`src/ddo_pkg.sv`:
```
// Shared types, codes and constant tables for the wheel odometry block.
package ddo_pkg;

    typedef logic [3:0] mul_op_t;

    localparam mul_op_t MOP_CM    = 4'd0;
    localparam mul_op_t MOP_P     = 4'd1;
    localparam mul_op_t MOP_RM    = 4'd2;
    localparam mul_op_t MOP_BAM   = 4'd3;
    localparam mul_op_t MOP_VLIN  = 4'd4;
    localparam mul_op_t MOP_VTURN = 4'd5;
    localparam mul_op_t MOP_X     = 4'd6;
    localparam mul_op_t MOP_Y     = 4'd7;
    localparam mul_op_t MOP_WL    = 4'd8;
    localparam mul_op_t MOP_WR    = 4'd9;

    typedef struct packed {
        logic    take;
        logic    latch;
        logic    mul_start;
        mul_op_t mul_op;
        logic    cor_start;
        logic    cor_quat;
        logic    div_start;
        logic    div_turn;
        logic    out_load;
    } cmd_t;

    typedef struct packed {
        logic mul_busy;
        logic mul_done;
        logic cor_busy;
        logic cor_done;
        logic div_busy;
    } sts_t;

    localparam logic [1:0] CFG_METERS    = 2'd0;
    localparam logic [1:0] CFG_RADIANS   = 2'd1;
    localparam logic [1:0] CFG_INV_TRACK = 2'd2;

    localparam logic [31:0] METERS_RESET    = 32'd1839958;
    localparam logic [31:0] RADIANS_RESET   = 32'd40888002;
    localparam logic [31:0] INV_TRACK_RESET = 32'd55924053;

    localparam logic [31:0] INV_TWO_PI_Q32 = 32'd683565276;
    localparam logic signed [33:0] CORDIC_GAIN_Q30 = 34'sd652032874;
    localparam logic signed [33:0] ONE_Q30 = 34'sd1073741824;

    localparam logic signed [47:0] POS_MAX = 48'sh7FFF_FFFF_FFFF;
    localparam logic signed [47:0] POS_MIN = 48'sh8000_0000_0000;

    localparam int ATAN_IW = 5;

    // Arctangent of 2^-i as a binary angle (full turn = 2^32).
    function automatic logic [31:0] atan_bam(input logic [ATAN_IW-1:0] i);
        logic [31:0] v;
        begin
            unique case (i)
                5'd0:  v = 32'd536870912;
                5'd1:  v = 32'd316933406;
                5'd2:  v = 32'd167458907;
                5'd3:  v = 32'd85004756;
                5'd4:  v = 32'd42667331;
                5'd5:  v = 32'd21354465;
                5'd6:  v = 32'd10679838;
                5'd7:  v = 32'd5340245;
                5'd8:  v = 32'd2670163;
                5'd9:  v = 32'd1335087;
                5'd10: v = 32'd667544;
                5'd11: v = 32'd333772;
                5'd12: v = 32'd166886;
                5'd13: v = 32'd83443;
                5'd14: v = 32'd41722;
                5'd15: v = 32'd20861;
                5'd16: v = 32'd10430;
                5'd17: v = 32'd5215;
                5'd18: v = 32'd2608;
                5'd19: v = 32'd1304;
                5'd20: v = 32'd652;
                5'd21: v = 32'd326;
                5'd22: v = 32'd163;
                5'd23: v = 32'd81;
                5'd24: v = 32'd41;
                5'd25: v = 32'd20;
                5'd26: v = 32'd10;
                5'd27: v = 32'd5;
                5'd28: v = 32'd3;
                5'd29: v = 32'd1;
                5'd30: v = 32'd1;
                5'd31: v = 32'd0;
                default: v = 32'd0;
            endcase
            return v;
        end
    endfunction

    // Adds a signed step to a position; the step is clamped to 2^48 and the sum
    // to the 48-bit signed range.
    function automatic logic signed [47:0] add_pos(input logic signed [47:0] base,
                                                   input logic [63:0] m,
                                                   input logic neg);
        logic [48:0] mc;
        logic signed [50:0] d;
        logic signed [50:0] r;
        logic signed [47:0] res;
        begin
            mc = (m > 64'h0001_0000_0000_0000) ? 49'h1_0000_0000_0000 : m[48:0];
            d = neg ? -$signed({2'b00, mc}) : $signed({2'b00, mc});
            r = $signed({{3{base[47]}}, base}) + d;
            if (r > 51'sd140737488355327) begin
                res = POS_MAX;
            end else if (r < -51'sd140737488355328) begin
                res = POS_MIN;
            end else begin
                res = r[47:0];
            end
            return res;
        end
    endfunction

endpackage

```
`src/ddo_ctrl.sv`:
```
// Sequencer that steps one item through the shared arithmetic units.
module ddo_ctrl (
    input  logic          clk,
    input  logic          rst_n,
    input  logic          in_valid,
    output logic          in_stall,
    output logic          out_valid,
    input  logic          out_stall,
    input  ddo_pkg::sts_t sts,
    output ddo_pkg::cmd_t cmd
);
    import ddo_pkg::*;

    localparam logic [4:0] ST_IDLE   = 5'd0;
    localparam logic [4:0] ST_LATCH  = 5'd1;
    localparam logic [4:0] ST_MCM    = 5'd2;
    localparam logic [4:0] ST_MVLIN  = 5'd3;
    localparam logic [4:0] ST_MP     = 5'd4;
    localparam logic [4:0] ST_MRM    = 5'd5;
    localparam logic [4:0] ST_MVTURN = 5'd6;
    localparam logic [4:0] ST_MBAM   = 5'd7;
    localparam logic [4:0] ST_COR1   = 5'd8;
    localparam logic [4:0] ST_DIV2   = 5'd9;
    localparam logic [4:0] ST_MX     = 5'd10;
    localparam logic [4:0] ST_MY     = 5'd11;
    localparam logic [4:0] ST_COR2   = 5'd12;
    localparam logic [4:0] ST_MWL    = 5'd13;
    localparam logic [4:0] ST_MWR    = 5'd14;
    localparam logic [4:0] ST_WAIT   = 5'd15;
    localparam logic [4:0] ST_OUT    = 5'd16;

    logic [4:0] state_reg, state_next;
    logic       launched_reg, launched_next;
    logic       first_reg, first_next;
    logic       out_valid_reg, out_valid_next;

    mul_op_t    step_op;
    logic [4:0] step_after;

    // Operation and successor of each multiplier step.
    always_comb
    begin
        unique case (state_reg)
            ST_MCM:    begin step_op = MOP_CM;    step_after = ST_MVLIN;  end
            ST_MVLIN:  begin step_op = MOP_VLIN;  step_after = ST_MP;     end
            ST_MP:     begin step_op = MOP_P;     step_after = ST_MRM;    end
            ST_MRM:    begin step_op = MOP_RM;    step_after = ST_MVTURN; end
            ST_MVTURN: begin step_op = MOP_VTURN; step_after = ST_MBAM;   end
            ST_MBAM:   begin step_op = MOP_BAM;   step_after = ST_COR1;   end
            ST_MX:     begin step_op = MOP_X;     step_after = ST_MY;     end
            ST_MY:     begin step_op = MOP_Y;     step_after = ST_COR2;   end
            ST_MWL:    begin step_op = MOP_WL;    step_after = ST_MWR;    end
            ST_MWR:    begin step_op = MOP_WR;    step_after = ST_WAIT;   end
            default:   begin step_op = MOP_CM;    step_after = ST_IDLE;   end
        endcase
    end

    always_comb
    begin
        state_next     = state_reg;
        launched_next  = launched_reg;
        first_next     = first_reg;
        out_valid_next = out_valid_reg;
        cmd            = '0;
        if (out_valid_reg && !out_stall) begin
            out_valid_next = 1'b0;
        end
        unique case (state_reg)
            ST_IDLE:
            begin
                if (in_valid) begin
                    cmd.take   = 1'b1;
                    state_next = ST_LATCH;
                end
            end
            ST_LATCH:
            begin
                cmd.latch = 1'b1;
                if (first_reg) begin
                    first_next = 1'b0;
                    state_next = ST_IDLE;
                end else begin
                    state_next = ST_MCM;
                end
            end
            ST_MCM, ST_MVLIN, ST_MP, ST_MRM, ST_MVTURN, ST_MBAM, ST_MX, ST_MY,
            ST_MWL, ST_MWR:
            begin
                if (!launched_reg) begin
                    cmd.mul_start = 1'b1;
                    cmd.mul_op    = step_op;
                    launched_next = 1'b1;
                    // Linear speed division runs alongside the following steps.
                    if (state_reg == ST_MP) begin
                        cmd.div_start = 1'b1;
                    end
                end else if (sts.mul_done) begin
                    launched_next = 1'b0;
                    state_next    = step_after;
                end
            end
            ST_COR1, ST_COR2:
            begin
                if (!launched_reg) begin
                    cmd.cor_start = 1'b1;
                    cmd.cor_quat  = (state_reg == ST_COR2);
                    launched_next = 1'b1;
                end else if (sts.cor_done) begin
                    launched_next = 1'b0;
                    state_next    = (state_reg == ST_COR2) ? ST_MWL : ST_DIV2;
                end
            end
            ST_DIV2:
            begin
                if (!sts.div_busy) begin
                    cmd.div_start = 1'b1;
                    cmd.div_turn  = 1'b1;
                    state_next    = ST_MX;
                end
            end
            ST_WAIT:
            begin
                if (!sts.div_busy) begin
                    state_next = ST_OUT;
                end
            end
            ST_OUT:
            begin
                if (!out_valid_reg || !out_stall) begin
                    cmd.out_load   = 1'b1;
                    out_valid_next = 1'b1;
                    state_next     = ST_IDLE;
                end
            end
            default:
            begin
                state_next    = ST_IDLE;
                launched_next = 1'b0;
            end
        endcase
    end

    always_ff @(posedge clk or negedge rst_n)
    begin
        if (!rst_n) begin
            state_reg     <= ST_IDLE;
            launched_reg  <= 1'b0;
            first_reg     <= 1'b1;
            out_valid_reg <= 1'b0;
        end else begin
            state_reg     <= state_next;
            launched_reg  <= launched_next;
            first_reg     <= first_next;
            out_valid_reg <= out_valid_next;
        end
    end

    assign in_stall  = (state_reg != ST_IDLE);
    assign out_valid = out_valid_reg;

endmodule

```
`config.mk`:
```
export PLATFORM = sky130hd
export DESIGN_NAME = ddo_ctrl
export DESIGN_NICKNAME = d
export VERILOG_FILES = /design/src/ddo_pkg.sv /design/src/ddo_ctrl.sv
export SDC_FILE = /design/constraint.sdc
export NUM_CORES = 1
export LEC_CHECK = 0
export BUFFER_PORTS_ARGS = -buffer_cell sky130_fd_sc_hd__buf_2
export CAP_MARGIN = 20
export CORE_MARGIN = 8
export CORE_UTILIZATION = 51
export DETAILED_ROUTE_END_ITERATION = 8
export PLACE_DENSITY = 0.78
export SYNTH_ARGS = -nofsm -noshare
export SYNTH_HDL_FRONTEND = slang
export SYNTH_SLANG_ARGS = --single-unit
```
`constraint.sdc`:
```
create_clock -name clk -period 2.3 [get_ports clk]
set_input_delay 0.345 -clock clk [delete_from_list [all_inputs] [get_ports clk]]
set_output_delay 0.345 -clock clk [all_outputs]
set_load 0.03 [all_outputs]
```
==> impl_metrics.py <==
metrics = {
    "synth": {
        "postSynthCellCount": 95,
        "synth_common_cells": "10 x nor2_1, 9 x a21oi_1, 8 x nand2_1",
        "yosys-top-cells-area": "dfrtp_1 21%, ha_1 9.1%, o2111ai_4 6.4%",
        "synth_nets": 110,
        "yosys.area.top_type_share_pct": 21.2,
        "yosysWarnings": 0,
        "synth-seq-area-share_pct": 24.4,
        "syn_avg_cell_area_um2": 8.69,
        "synth-edff-count": 0,
        "synth.most_common_cell": "nor2_1",
        "yosysUniqueCellTypes": 40,
        "async_reset_ff_share_pct": 100,
        "ys_ff_latch": 8,
        "synth_area_um2": 826,
        "ys_dominant_reg_cell": "dfrtp_1",
        "synth_area_leader_cell": "dfrtp_1",
    },
    "placement": {
        "pre_cts_slack_ps": 70.5,
        "io_buffer_count": 20,
        "dpl.hpwl_mm": 1.61,
        "place.gp.congestion": 0.791,
    },
    "sta": {
        "setup_violations": 0,
        "clock_skew_ps": 6.93,
        "finalHoldViolCount": 0,
        "worst_slack_ps": 18.9,
        "slew_headroom_pct": 71.8,
        "fmax_mhz": 438,
        "finalCritPeriodShare_pct": 99.2,
        "whs_ps": 389,
        "fin_crit_ps": 2280,
        "rsz0062_at_grt": "yes",
        "timing.final.max_slew_violations": 0,
        "tightest_slew_ps": 423,
    },
    "drt": {
        "vias_per_cell": 5.79,
        "wirelength_mm": 2.22,
        "drc": 0,
        "dr_total_vias": 816,
        "dr.pass1.iters": 4,
        "drtIter0Drc": 24,
        "routedWlPerCell_um": 15.7,
        "postRouteAntennaNets": 0,
    },
    "pwr": {
        "ir_drop_mv": 0.889,
        "power_density_nw_per_um2": 1400,
        "p_leak_nw": 0.494,
        "power.total_mw": 1.53,
    },
    "layout": {
        "n_antenna_cell": 0,
        "layout-drive-gt1-share_pct": 44.8,
        "final_net_count": 141,
        "largest_reg_flops": 5,
        "syn_to_final_growth_pct": 32.1,
    },
    "cts": {
        "root_buffer": "clkbuf_4",
        "clk_latency_ps": 250,
        "cts_buffers": 3,
        "cts-htree-levels": 1,
        "clock_path_buffers": 2,
        "cts_tree": "built",
        "clk_pin_slew_ps": 60,
        "cts.sinks": 8,
    },
    "global_route": {
        "grt_pass1_wl_mm": 3.40,
        "grt_max_degree": 12,
        "antenna_found_initial": 0,
        "grt_pass1_vias": 799,
        "track_usage_pct": 12.2,
        "grt-ovfl-total": 0,
    },
    "job": {
        "drv_cap": 0,
    },
    "floorplanning": {
        "core_area_um2": 1510,
        "dieArea_um2": 3160,
        "ios": 23,
        "initial_core_util_pct": 54.8,
        "row_count": 14,
        "die_height_um": 56.2,
        "die_w_um": 56.2,
    },
    "setup_path": {
        "critPathLaunch": "state_reg[0]$_DFFE_PN0P_",
        "r2r_start": "state_reg[0]$_DFFE_PN0P_",
        "crit_path_end_kind": "output port",
        "crit_chain": "inv_1, ha_2, o21a_2, o2111ai_4, inv_2, nand2_2, o21bai_2, buf_4",
        "crit_type": "register to output port",
        "timing.critical_path.buf_inv": 3,
        "cpPeakStageDelay_ps": 440,
        "setup.worst_path.start_class": "register",
        "worst-endpoint-required_ps": 1960,
        "worstPathArrival_ps": 1940,
        "slowest_stage": "dfrtp_2",
        "critical-path-top-delay-family": "compound AO/OA/AOI/OAI gates",
        "cp_max_fo": 5,
    },
    "run_status": {
        "status": "completed",
    },
    "hold_path": {
        "min_from": "out_stall",
        "worstHoldPathType": "input pin to register",
    },
}
[metrics by stage]
step	cells	instance area (um2)	util, %	TNS, ps
2_1_floorplan	95	837	-	0
3_3_place_gp	131	960	63.7	0
3_5_place_dp	131	960	63.7	0
4_1_cts	138	1030	68.1	0
5_1_grt	141	1090	72.4	-89.0
6_report	141	1090	72.4	0
[layout by cell type (no fill, tap or decap), types with 3 or more instances in the layout]
cell type / netlist / routed
a21oi_1: 9 / 9
buf_2: 1 / 17
buf_4: 0 / 10
clkbuf_4: 0 / 4
dfrtp_1: 7 / 4
dfrtp_2: 0 / 3
ha_1: 6 / 3
inv_1: 7 / 5
nand2_1: 8 / 7
nor2_1: 10 / 9
nor2b_1: 3 / 3
o21ai_1: 3 / 3
[worst min-delay path, cell delays in order]
cell	delay (ps)
buf_2	100
nand2_1	80
nand2_1	80
[routing by layer]
layer / track usage, % / vias up / share of wire, % / wire (um)
met1: 14.6 / 379 / 43 / 954
met5: 0 / - / 0 / 0
li1: - / 403 / - / -
met2: 20.0 / 29 / 50 / 1110
met4: 5.50 / 0 / 1.5 / 34
met3: 2.51 / 5 / 5.3 / 117
[cells by family after synthesis]
logic type	count (synthesis)	share of synthesized area, %
AO/OA/AOI/OAI	30	31.2
adder cells (fa/ha/maj)	6	9.09
buffers and inverters	10	5.61
flip-flops	8	24.4
multiplexers	4	5.61
AND/OR/NAND/NOR	37	24.1
[what timing repair did]
action,CTS,global route
setup endpoints to repair,2,4
hold buffers,1,0
resized for setup,7,12
hold endpoints to repair,7,0
pin swaps,0,1
setup buffers,2,3
[final cells by class]
class | count | area, um2
clock buffers | 4 | 26.3
fillers | 123 | 415
inverters | 7 | 28.8
multi-input cells | 77 | 633
flip-flops and latches | 8 | 205
well taps | 16 | 20.0
repair buffers | 29 | 178
[path summary, 6_finish.rpt]
path | endpoint | slack (ps) | cells past startpoint
worst max-delay path | cmd[2] | 20 | 8
worst min-delay path | out_valid$_DFF_PN0_ | 390 | 3
worst max register to register | state_reg[1]$_DFFE_PN0P_ | 160 | 9
worst min register to register | first_reg$_DFFE_PN1P_ | 480 | 1
max in group asynchronous | first_reg$_DFFE_PN1P_ | 1600 | 2
min in group asynchronous | state_reg[4]$_DFFE_PN0P_ | 460 | 2
[where the power goes]
group	leakage (nW)	internal [mW]	switching, mW
combinational	0.381	0.514	0.626
clock	0.0150	0.0662	0.0447
sequential	0.0976	0.188	0.0899
(Power assumes the default switching activity.)
